--- config.mk ---
export PLATFORM = sky130hd
export DESIGN_NAME = adll_link_mem
export DESIGN_NICKNAME = d
export VERILOG_FILES = /design/src/rtl/array_doubly_linked_list_top_defines.svh /design/src/rtl/adll_pkg.sv /design/src/rtl/adll_link_mem.sv
export SDC_FILE = /design/constraint.sdc
export NUM_CORES = 1
export LEC_CHECK = 0
export ABC_AREA = 1
export BUFFER_PORTS_ARGS = -buffer_cell sky130_fd_sc_hd__buf_2
export CORE_MARGIN = 2
export CORE_UTILIZATION = 45
export DETAILED_ROUTE_END_ITERATION = 12
export PLACE_DENSITY = 0.63
export SYNTH_ARGS = -nofsm -noshare
export SYNTH_HDL_FRONTEND = slang
export SYNTH_SLANG_ARGS = --single-unit
--- constraint.sdc ---
create_clock -name i_clk -period 1.6 [get_ports i_clk]
set_input_delay 0.24 -clock i_clk [delete_from_list [all_inputs] [get_ports i_clk]]
set_output_delay 0.24 -clock i_clk [all_outputs]
set_load 0.1 [all_outputs]
--- src/rtl/array_doubly_linked_list_top_defines.svh ---
// Assertion macros for the linked-list block.
// Used by the top level only; expects i_clk and i_rst_n in scope.
`ifndef ARRAY_DOUBLY_LINKED_LIST_TOP_DEFINES_SVH
`define ARRAY_DOUBLY_LINKED_LIST_TOP_DEFINES_SVH

// Same-cycle implication, ignored during reset
`define ADLL_ASSERT_NOW(lbl, ante, cons) \
    lbl: assert property (@(posedge i_clk) disable iff (!i_rst_n) (ante) |-> (cons)) \
        else $error("adll assertion failed");

// Next-cycle implication, ignored during reset
`define ADLL_ASSERT_NXT(lbl, ante, cons) \
    lbl: assert property (@(posedge i_clk) disable iff (!i_rst_n) (ante) |=> (cons)) \
        else $error("adll assertion failed");

`endif

--- src/rtl/adll_pkg.sv ---
// Shared types, constants and helpers for the linked-list block.
// No dependencies.
package adll_pkg;
    localparam int SLOTS  = 64;
    localparam int SLOT_W = $clog2(SLOTS);
    localparam int LINK_W = $clog2(SLOTS + 1);
    localparam int CNT_W  = 7;
    localparam logic [LINK_W-1:0] NIL = LINK_W'(SLOTS);

    localparam logic [1:0] REQ_INSERT = 2'd0;
    localparam logic [1:0] REQ_REMOVE = 2'd1;
    localparam logic [1:0] REQ_SEARCH = 2'd2;

    localparam logic [1:0] STAT_DONE  = 2'd0;
    localparam logic [1:0] STAT_FULL  = 2'd1;
    localparam logic [1:0] STAT_MISS  = 2'd2;

    typedef struct packed {
        logic [1:0]         req_type;
        logic signed [31:0] record_id;
        logic [31:0]        grade_bits;
    } t_req;

    typedef struct packed {
        logic [1:0]  status;
        logic [5:0]  found_slot;
        logic [31:0] found_grade;
        logic [6:0]  element_count;
    } t_res;

    // one write port of a link memory
    typedef struct packed {
        logic              we;
        logic [SLOT_W-1:0] addr;
        logic [LINK_W-1:0] data;
    } t_link_wr;

    function automatic logic is_slot(input logic [LINK_W-1:0] l);
        return l < NIL;
    endfunction
endpackage

--- src/rtl/adll_link_mem.sv ---
// Next and prev link memories with per-entry valid bits for reset values.
// Depends on adll_pkg.
module adll_link_mem (
    input  logic                         i_clk,
    input  logic                         i_rst_n,
    input  adll_pkg::t_link_wr           i_next_wr,
    input  adll_pkg::t_link_wr           i_prev_wr,
    input  logic [adll_pkg::SLOT_W-1:0]  i_raddr,
    output logic [adll_pkg::LINK_W-1:0]  o_next,
    output logic [adll_pkg::LINK_W-1:0]  o_prev
);
    import adll_pkg::*;

    logic [LINK_W-1:0] r_next_mem [SLOTS];
    logic [LINK_W-1:0] r_prev_mem [SLOTS];
    logic [SLOTS-1:0]  r_next_vld;
    logic [SLOTS-1:0]  r_prev_vld;
    logic [LINK_W-1:0] r_next_q;
    logic [LINK_W-1:0] r_prev_q;
    logic              r_next_qv;
    logic              r_prev_qv;
    logic [SLOT_W-1:0] r_raddr_q;

    // write storage and registered read
    always_ff @(posedge i_clk) begin
        if (i_next_wr.we) begin
            r_next_mem[i_next_wr.addr] <= i_next_wr.data;
        end
        if (i_prev_wr.we) begin
            r_prev_mem[i_prev_wr.addr] <= i_prev_wr.data;
        end
        r_next_q  <= r_next_mem[i_raddr];
        r_prev_q  <= r_prev_mem[i_raddr];
        r_raddr_q <= i_raddr;
    end

    // track written entries, capture valid with the read
    always_ff @(posedge i_clk) begin
        if (!i_rst_n) begin
            r_next_vld <= '0;
            r_prev_vld <= '0;
            r_next_qv  <= 1'b0;
            r_prev_qv  <= 1'b0;
        end else begin
            r_next_qv <= r_next_vld[i_raddr];
            r_prev_qv <= r_prev_vld[i_raddr];
            if (i_next_wr.we) begin
                r_next_vld[i_next_wr.addr] <= 1'b1;
            end
            if (i_prev_wr.we) begin
                r_prev_vld[i_prev_wr.addr] <= 1'b1;
            end
        end
    end

    // unwritten next reads as slot+1, unwritten prev as null
    assign o_next = r_next_qv ? r_next_q : (LINK_W'(r_raddr_q) + LINK_W'(1));
    assign o_prev = r_prev_qv ? r_prev_q : NIL;
endmodule

# --- After elaboration in Yosys (flattened, before gate mapping) ---
# Memory sizes are Yosys's and may differ from the RTL's. A register that Yosys moved wholly into a read port is not among the register bits.
# Index checks and enable logic that the tools add are counted.
totals:
  regBits: 136
  latch_bits: 0
  ram_bits: 896
  romBits: 0
  in_bits: 36
  out_inout_bits: 14
  elab_cells: 31
  memories: 2
memory_table:
  columns: ["name", "words", "width", "rd", "rd_clocked_by_memory_dff", "write_ports", "line_no", "text"]
  rows:
  - ["r_next_mem", 64, 7, 1, 1, 1, "adll_link_mem.sv:14", "logic [LINK_W-1:0] r_next_mem [SLOTS];"]
  - ["r_prev_mem", 64, 7, 1, 1, 1, "adll_link_mem.sv:15", "logic [LINK_W-1:0] r_prev_mem [SLOTS];"]
classes:
  add_sub_neg: 1
  multipliers: 0
  n_div: 0
  magnitude_cmp: 5
  eq_ne: 0
  n_shift: 0
  muxes: 14
  n_bitwise: 2
  n_reduce_logical: 2
op_table:
  columns: ["operator", "n"]
  rows:
  - ["bitwise OR 64 bit", 2]
  - ["< comparator 6 x 7 -> 1 bit, second input constant", 3]
  - ["2-to-1 mux 7 bit", 2]
  - ["binary-select mux 1 bit (select 6 bit)", 2]
  - ["demux 1 bit (select 6 bit)", 2]
  - [">= comparator 6 x 1 -> 1 bit, second input constant", 2]
  - ["2-to-1 mux 1 bit", 8]
  - ["adder 6 x 1 -> 7 bit, second input constant", 1]
  - ["logical AND 1 bit", 2]

# --- Depth between registers and ports, before layout ---
# Gate-level depths: netlist of the first run.
logic_depth:
  depth_word: 5
  ltp_mapped: 13
  mapped_depth_nobuf: 9

# --- Worst setup path before layout of the first run ---
# OpenSTA, ideal clock, no wires.
synth_path:
  path_kind: "register to output"
  startpoint: "reg r_raddr_q[2]"
  endpoint: "out o_next[5] (netlist name)"
  arrival_ps: 2762
  required_ps: 1360
  slack_ps: -1402
  stages_incl_launch_ff: 5
  path_buffers: 0
  cell_sequence: "dfxtp_1 nand4_1 nor2_1 xnor2_1 o21ai_0"
synth_between:
  elab_chain_cells: 2
synth_rtl:
  columns: ["item", "line_no", "text"]
  rows:
  - ["from (decl)", "adll_link_mem.sv:22", "logic [SLOT_W-1:0] r_raddr_q;"]
  - ["from (signal assigned)", "adll_link_mem.sv:34", "r_raddr_q <= i_raddr;"]
  - ["adder 6 x 1 -> 7 bit", "adll_link_mem.sv:57", "assign o_next = r_next_qv ? r_next_q : (LINK_W'(r_raddr_q) + LINK_W'(1));"]
  - ["2-to-1 mux 7 bit", "adll_link_mem.sv:57", null]
  - ["to (decl)", "adll_link_mem.sv:9", "output logic [adll_pkg::LINK_W-1:0] o_next,"]
# No other way between the ends.

# --- Worst setup path after layout of the first run ---
layout_path:
  startpoint: "reg r_raddr_q[0]"
  endpoint: "out o_next[5] (netlist name)"
# The elaborated chain is that of the path after synthesis.

==> qor.log, run 1 <==
[route] DRT Pass-1 Iters 6
[clocking] Reg clk slew, reported paths 0.06 ns
[worst_setup_path] category of the worst setup path launch point register
[clocking] number of sinks on the clock net 1046
[outcome] result of the run finished, violations left
[power_and_ir_drop] worst vdd ir 0.787 mV
[placement] number of port buffers 49
[sta] Least-Margin Pin Slew 0.852 ns
[job] reported max-cap violation count 0
[clocking] clock latency of the later-clocked register in the worst-skew pair 0.67 ns
[placement] worst setup timing slack at the placement stage -0.361 ns
[worst_setup_path] cells traversed along the worst timing path nand4_1, nor2_2, xnor2_1, o21ai_2, buf_12, buf_12
[global_route] initial antenna violation count 6
[power_and_ir_drop] power per cell area 1160 mW/mm²
[global_route] first-pass GRT wire length 177 mm
[synth] Yosys reg bits 1046
[sta] final setup slack of the worst path -0.545 ns
[synth] count of mapped cells out of synthesis 3913
[route] total wire length after detailed routing 117 mm
[worst_hold_path] path class of the lowest-slack min-delay path in -> reg
[worst_setup_path] data required time at the worst endpoint 1.36 ns
[sta] final number of hold-violating endpoints 0
[floorplanning] die height 311 µm
[sta] Worst Clk Skew 0.0237 ns
[global_route] sum of overflow across all layers after global routing 0
[cells_and_area] final instance count without filler cells 5575
[worst_setup_path] most used cell, CP sky130_fd_sc_hd__buf_12
[worst_setup_path] Setup Crit Path Kind reg -> out
[route] vias per inst 5.45
[floorplanning] cell row count 112
[clocking] root cell of the clock tree sky130_fd_sc_hd__clkbuf_16
[placement] number of placed instances, taps included 5369
[worst_setup_path] largest incremental delay on the critical path 0.37 ns
[sta] number of endpoints failing setup at the final stage 14
[global_route] GRT Util Overall 24.0%
[worst_setup_path] endpoint arrival time on the critical path 1.91 ns
[floorplanning] placeable core region 0.0933 mm²
[sta] final worst path period need 2.15 ns
[floorplanning] area of the die 0.0966 mm²
[sta] Final Slew Violations 0
[clocking] Longest Clk Path Bufs 3
[power_and_ir_drop] Power, Total 58800 µW
[floorplanning] number of top-level pins 50
[synth] nets in the synthesized netlist 3950
[synth] most used standard cells in the synthesized netlist sky130_fd_sc_hd__nand2_1 (1042), sky130_fd_sc_hd__edfxtp_1 (896), sky130_fd_sc_hd__nand3_1 (672), sky130_fd_sc_hd__nor2_1 (509), sky130_fd_sc_hd__dfxtp_1 (150)
[cells_and_area] multi-input logic area 0.0108 mm²
[global_route] maximum number of pins on one net before global-route repair 74
[route] overall via count from detail_route 30.4k
[cells_and_area] final layout net count 4267
[synth] syn avg cell area 10.8 µm²
[worst_setup_path] crit path capture type output port
[route] First DRT Iteration DRCs 3473
[synth] ranking of synthesized cells by area sky130_fd_sc_hd__edfxtp_1 (64%), sky130_fd_sc_hd__nand2_1 (9.2%), sky130_fd_sc_hd__nand3_1 (7.9%)
[clocking] CTS buffer count 103
[clocking] maximum level of the CTS H-tree 3
[synth] number of synthesized flops with an enable pin 896
[synth] area share of the leading cell type in the synthesized netlist 63.5%
[outcome] violated checks negative setup slack
[cells_and_area] Filler Cells Inserted 8047
[placement] placer congestion estimate 0.841
[floorplanning] initial core utilization 45.4%
[synth] number of warning messages in the yosys log 0
[sta] final total negative setup slack -3.90 ns
[synth] most repeated cell in the gate-level netlist after synthesis sky130_fd_sc_hd__nand2_1
[sta] Hold Worst Slack 0.0336 ns
[sta] max-slew headroom at the worst pin 43.2%
[cells_and_area] fraction of layout instances using a drive strength above 1 14.8%
[route] WL/cell 21.0 µm
[placement] half-perimeter wire length after placement 73.4 mm
[sta] final worst path period share 134%
[floorplanning] die boundary width 311 µm
[synth] dominant synthesized flop cell sky130_fd_sc_hd__edfxtp_1
[power_and_ir_drop] Leakage Power 0.0189 µW
[synth] FFs w/ async S/R, synth 0%
[global_route] via count of the first global-routing pass 29.1k
[synth] cell type with the highest aggregate area in the netlist sky130_fd_sc_hd__edfxtp_1
[clocking] CTS tree done
[worst_setup_path] cell at the slowest stage of the critical path sky130_fd_sc_hd__dfxtp_4
[route] post-route antenna net violation count 0
[worst_setup_path] Crit Path Max Fanout 4
[route] remaining routing DRC violations 0
[cells_and_area] synthesis-to-layout area growth 19.6%
[synth] Cell Area, Synth 0.0424 mm²
[synth] number of distinct library cell variants in the gate-level netlist after synthesis 23
[synth] sequential share of the synthesized area 70.6%
[sta] achievable clock frequency 466 MHz
[sta] RSZ-0062 raised after global routing true
[cells_and_area] sequential standard cell area 0.0299 mm²
-- worst paths after layout --
check	startpoint	endpoint	slack, ns	depth (start not counted)
setup reg to reg	r_prev_mem[29][6]	r_prev_q[6]	0.12	8
hold reg to reg	r_next_vld[24]	r_next_vld[24]	0.47	2
hold / removal	i_prev_wr[6]	r_prev_mem[1][6]	0.03	1
setup / recovery	r_raddr_q[0]	o_next[5]	-0.55	6
-- kinds of logic (layout without fill, tap and decap cells) --
| logic type | Yosys count | after routing | share of synthesized area, % |
|---|---|---|---|
| DFF | 1046 | 1046 | 70.6 |
| AOI/OAI and AO/OA | 273 | 273 | 3.35 |
| xor gates and xnor gates | 1 | 1 | 0.0207 |
| adders and majority gates | 1 | 1 | 0.0295 |
| other | 0 | 1 | 0 |
| and+or+nand+nor | 2244 | 2244 | 21.9 |
| buffers and inverters | 348 | 755 | 4.05 |
-- flip-flops by register name (all words and copies together) (netlist names) --
name        cells
r_next_vld     64
r_next_qv       1
r_next_mem    448
r_next_q        7
r_prev_qv       1
r_prev_vld     64
r_prev_mem    448
r_prev_q        7
r_raddr_q       6
-- cell usage in the layout, fill, tap and decap left out, types with 42 or more instances in the layout --
master                      synthesis  routed
sky130_fd_sc_hd__nand2_1         1042    1030
sky130_fd_sc_hd__edfxtp_1         896     896
sky130_fd_sc_hd__nand3_1          672     672
sky130_fd_sc_hd__nor2_1           509     508
sky130_fd_sc_hd__buf_4             18     313
sky130_fd_sc_hd__dfxtp_1          150     139
sky130_fd_sc_hd__o21ai_0          143     138
sky130_fd_sc_hd__clkbuf_16          0     107
sky130_fd_sc_hd__inv_1            108     100
sky130_fd_sc_hd__buf_12             0      90
sky130_fd_sc_hd__a21oi_1           72      72
sky130_fd_sc_hd__o22ai_1           42      42
-- critical path: cells and delay by family (launching register included) --
family	cells	cell delay, ns
AO/OA/AOI/OAI	1	0.18
flip-flops	1	0.37
XOR/XNOR	1	0.09
AND/OR/NAND/NOR	2	0.29
buffers and inverters	2	0.32
-- layer usage --
| layer | wire length [µm] | vias to the layer above | track usage, % | part of all wire (%) |
|---|---|---|---|---|
| li1 | - | 14103 | - | - |
| met1 | 49900 | 14764 | 34.6 | 43 |
| met2 | 54400 | 1323 | 37.8 | 46 |
| met3 | 10400 | 178 | 4.12 | 8.8 |
| met4 | 2480 | 2 | 6.44 | 2.1 |
| met5 | 13 | - | 0 | 0.011 |
-- cell type report --
class	instances	share of cell area, %
well taps	1254	3.10
multi-input cells	2519	21.4
repair buffers	447	8.78
flip-flops and latches	1046	59.1
clock buffers	139	5.72
diodes	1	0.00494
inverters	113	0.923
clock inverters	56	1.02
-- power by group --
| group | switching [µW] | internal, µW | leakage [µW] |
|---|---|---|---|
| logic | 3090 | 1490 | 0.00797 |
| clock network | 10200 | 14100 | 0.00168 |
| registers | 132 | 29800 | 0.00928 |
| total | 13400 | 45400 | 0.0189 |
-- what timing repair did --
| item | in CTS | in global routing |
|---|---|---|
| hold buffers | 4 | 0 |
| setup buffers | 5 | 1 |
| gates resized for setup | 52 | 8 |
| setup endpoints to repair | 14 | 14 |
| endpoints found under the hold margin | 4 | 0 |
| pin swaps | 5 | 5 |
-- per-stage QoR --
stage / util (%) / cell area, µm²
floorplan: - / 42400
global placement: 50.4 / 47000
detailed placement: 50.4 / 47000
CTS: 54.3 / 50600
global route: 54.3 / 50700
finish: 54.3 / 50700
Note: power is estimated with default switching activity, not from simulation.
==> run 2: changes to the inputs <==
- PLACE_DENSITY: 0.63 -> 0.59
- clock period: 1.6 -> 2.05 ns (I/O delays scaled with it)
==> qor.log, run 2 (synthesis gave the netlist of run 1 again) <==
[job] reported max-cap violation count 0 [unchanged]
[sta] final worst path period need 2.05 ns
[sta] Worst Clk Skew 0.0162 ns [-0.00745 ns]
[sta] final number of hold-violating endpoints 0 [unchanged]
[global_route] GRT Util Overall 23.5% [-0.49 points]
[worst_setup_path] Setup Crit Path Kind reg -> out
[placement] placer congestion estimate 0.847 [+0.77%]
[route] WL/cell 21.0 µm [-0.21%]
[worst_setup_path] cells traversed along the worst timing path nand4_1, nor2_2, xnor2_1, o21ai_1, buf_6
[cells_and_area] fraction of layout instances using a drive strength above 1 12.0% [-2.9 points]
[worst_setup_path] Crit Path Max Fanout 3 [-1]
[worst_setup_path] largest incremental delay on the critical path 0.37 ns [about the same]
[global_route] via count of the first global-routing pass 28.2k [-2.9%]
[global_route] maximum number of pins on one net before global-route repair 94 [+27%]
[worst_setup_path] worst reg2reg path depth 8 [unchanged]
[cells_and_area] utilization of the core after routing 53.0% [-1.3 points]
[clocking] CTS buffer count 107 [+3.9%]
[cells_and_area] fin area 0.0495 mm² [-2.3%]
[route] overall via count from detail_route 29.2k [-4.0%]
[clocking] maximum level of the CTS H-tree 3 [unchanged]
[floorplanning] number of top-level pins 50 [unchanged]
[placement] Cell Area, Placed 0.0458 mm² [-2.6%]
[route] remaining routing DRC violations 0 [unchanged]
[cells_and_area] final layout net count 4155 [-2.6%]
[cells_and_area] synthesis-to-layout area growth 16.9%
[worst_setup_path] endpoint arrival time on the critical path 1.75 ns [-0.16 ns]
[clocking] CTS tree done
[clocking] Longest Clk Path Bufs 3 [unchanged]
[floorplanning] initial core utilization 45.4% [unchanged]
[floorplanning] die height 311 µm [unchanged]
[worst_setup_path] crit path capture type output port
[power_and_ir_drop] Power, Total 46200 µW [-21%]
[cells_and_area] Regs by FF count r_next_mem x448, r_prev_mem x448
[placement] half-perimeter wire length after placement 70.3 mm [-4.3%]
[clocking] number of sinks on the clock net 1046 [unchanged]
[cells_and_area] commonest non-fill, non-tap cell in the layout sky130_fd_sc_hd__nand2_1
[worst_hold_path] worst hold path cell count 3 [+2]
[sta] achievable clock frequency 487 MHz
[sta] final worst path period share 100%
[worst_hold_path] path class of the lowest-slack min-delay path in -> reg
[sta] Least-Margin Pin Slew 0.841 ns [-0.0101 ns]
[route] vias per inst 5.34 [-2.1%]
[outcome] result of the run finished, violations left
[global_route] first-pass GRT wire length 174 mm [-1.8%]
[floorplanning] cell row count 112 [unchanged]
[clocking] root cell of the clock tree sky130_fd_sc_hd__clkbuf_16
[route] First DRT Iteration DRCs 2717 [-22%]
[placement] number of port buffers 49 [unchanged]
[floorplanning] placeable core region 0.0933 mm² [unchanged]
[sta] max-slew headroom at the worst pin 43.9% [+0.68 points]
[global_route] initial antenna violation count 5 [-1]
[power_and_ir_drop] Leakage Power 0.0182 µW [-3.6%]
[worst_setup_path] data required time at the worst endpoint 1.74 ns [+0.38 ns]
[clocking] Reg clk slew, reported paths 0.06 ns [about the same]
[sta] final setup slack of the worst path -0.00351 ns [+0.542 ns]
[route] DRT Pass-1 Iters 5 [-1]
[route] post-route antenna net violation count 0 [unchanged]
[sta] RSZ-0062 raised after global routing true
[clocking] clock latency of the later-clocked register in the worst-skew pair 0.67 ns [about the same]
[worst_setup_path] cell at the slowest stage of the critical path sky130_fd_sc_hd__dfxtp_4
[outcome] violated checks negative setup slack
[sta] Final Slew Violations 0 [unchanged]
[floorplanning] area of the die 0.0966 mm² [unchanged]
[sta] number of endpoints failing setup at the final stage 1 [-13]
[route] total wire length after detailed routing 115 mm [-2.2%]
[cells_and_area] commonest cells after routing, fill and taps aside sky130_fd_sc_hd__nand2_1 (1035), sky130_fd_sc_hd__edfxtp_1 (896), sky130_fd_sc_hd__nand3_1 (672)
[power_and_ir_drop] worst vdd ir 0.665 mV [-16%]
[power_and_ir_drop] power per cell area 934 mW/mm² [-20%]
[global_route] sum of overflow across all layers after global routing 0 [unchanged]
[worst_setup_path] category of the worst setup path launch point register
[floorplanning] die boundary width 311 µm [unchanged]
## run 2: power breakdown
group	internal [µW]	switching, µW	leakage, µW	total (µW)
Sequential	23300	66.9	0.00928	23300
Combinational	941	2330	0.00724	3270
Clock	11600	7970	0.00172	19600
Total	35800	10400	0.0182	46200
## run 2: path summary, 6_finish.rpt
kind	start	to	slack, ns
setup / recovery	r_raddr_q[1]	o_next[5]	-0.004
hold / removal	i_rst_n	r_prev_vld[0]	0.06
setup reg to reg	r_prev_mem[2][1]	r_prev_q[1]	0.56
hold reg to reg	r_next_vld[22]	r_next_vld[22]	0.47
## run 2: routing by layer
layer,GRT usage [%],part of all wire (%)
met1,31.8,42
met3,3.39,6.1
met2,39.0,48
met4,8.25,3.4
met5,0,0.037
## run 2: per-stage QoR
step	instances	TNS (ns)	setup slack [ns]	hold slack [ns]
floorplan	3913	-0.352	-0.265	0.335
global placement	5261	-0.251	-0.143	0.449
detailed placement	5261	-0.207	-0.108	0.458
CTS	5463	-0.0949	-0.0662	0.0216
global route	5465	-0.309	-0.171	0.0427
finish	5465	-0.00351	-0.00351	0.0585
## run 2: final cells by class
type	instances	area (µm²)
diodes	1	2.50
clock buffers	163	3100
clock inverters	38	439
fillers	8145	43800
inverters	113	453
multi-input cells	2519	10800
flip-flops and latches	1046	29900
well taps	1254	1570
repair buffers	331	3240
## run 2: worst max-delay path: cells and delay by family (launching register included)
family          cells  cell delay (ns)
compound gates      1             0.16
xor+xnor            1             0.07
buf+inv             1             0.24
flops               1             0.37
simple gates        2             0.25
## run 2: timing repair
action,4_1_cts,5_1_grt
hold buffers,1,0
cloned,0,0
setup buffers,0,1
pin swaps,3,6
endpoints found under the setup margin,14,8
resized for setup,37,10
endpoints found under the hold margin,1,0
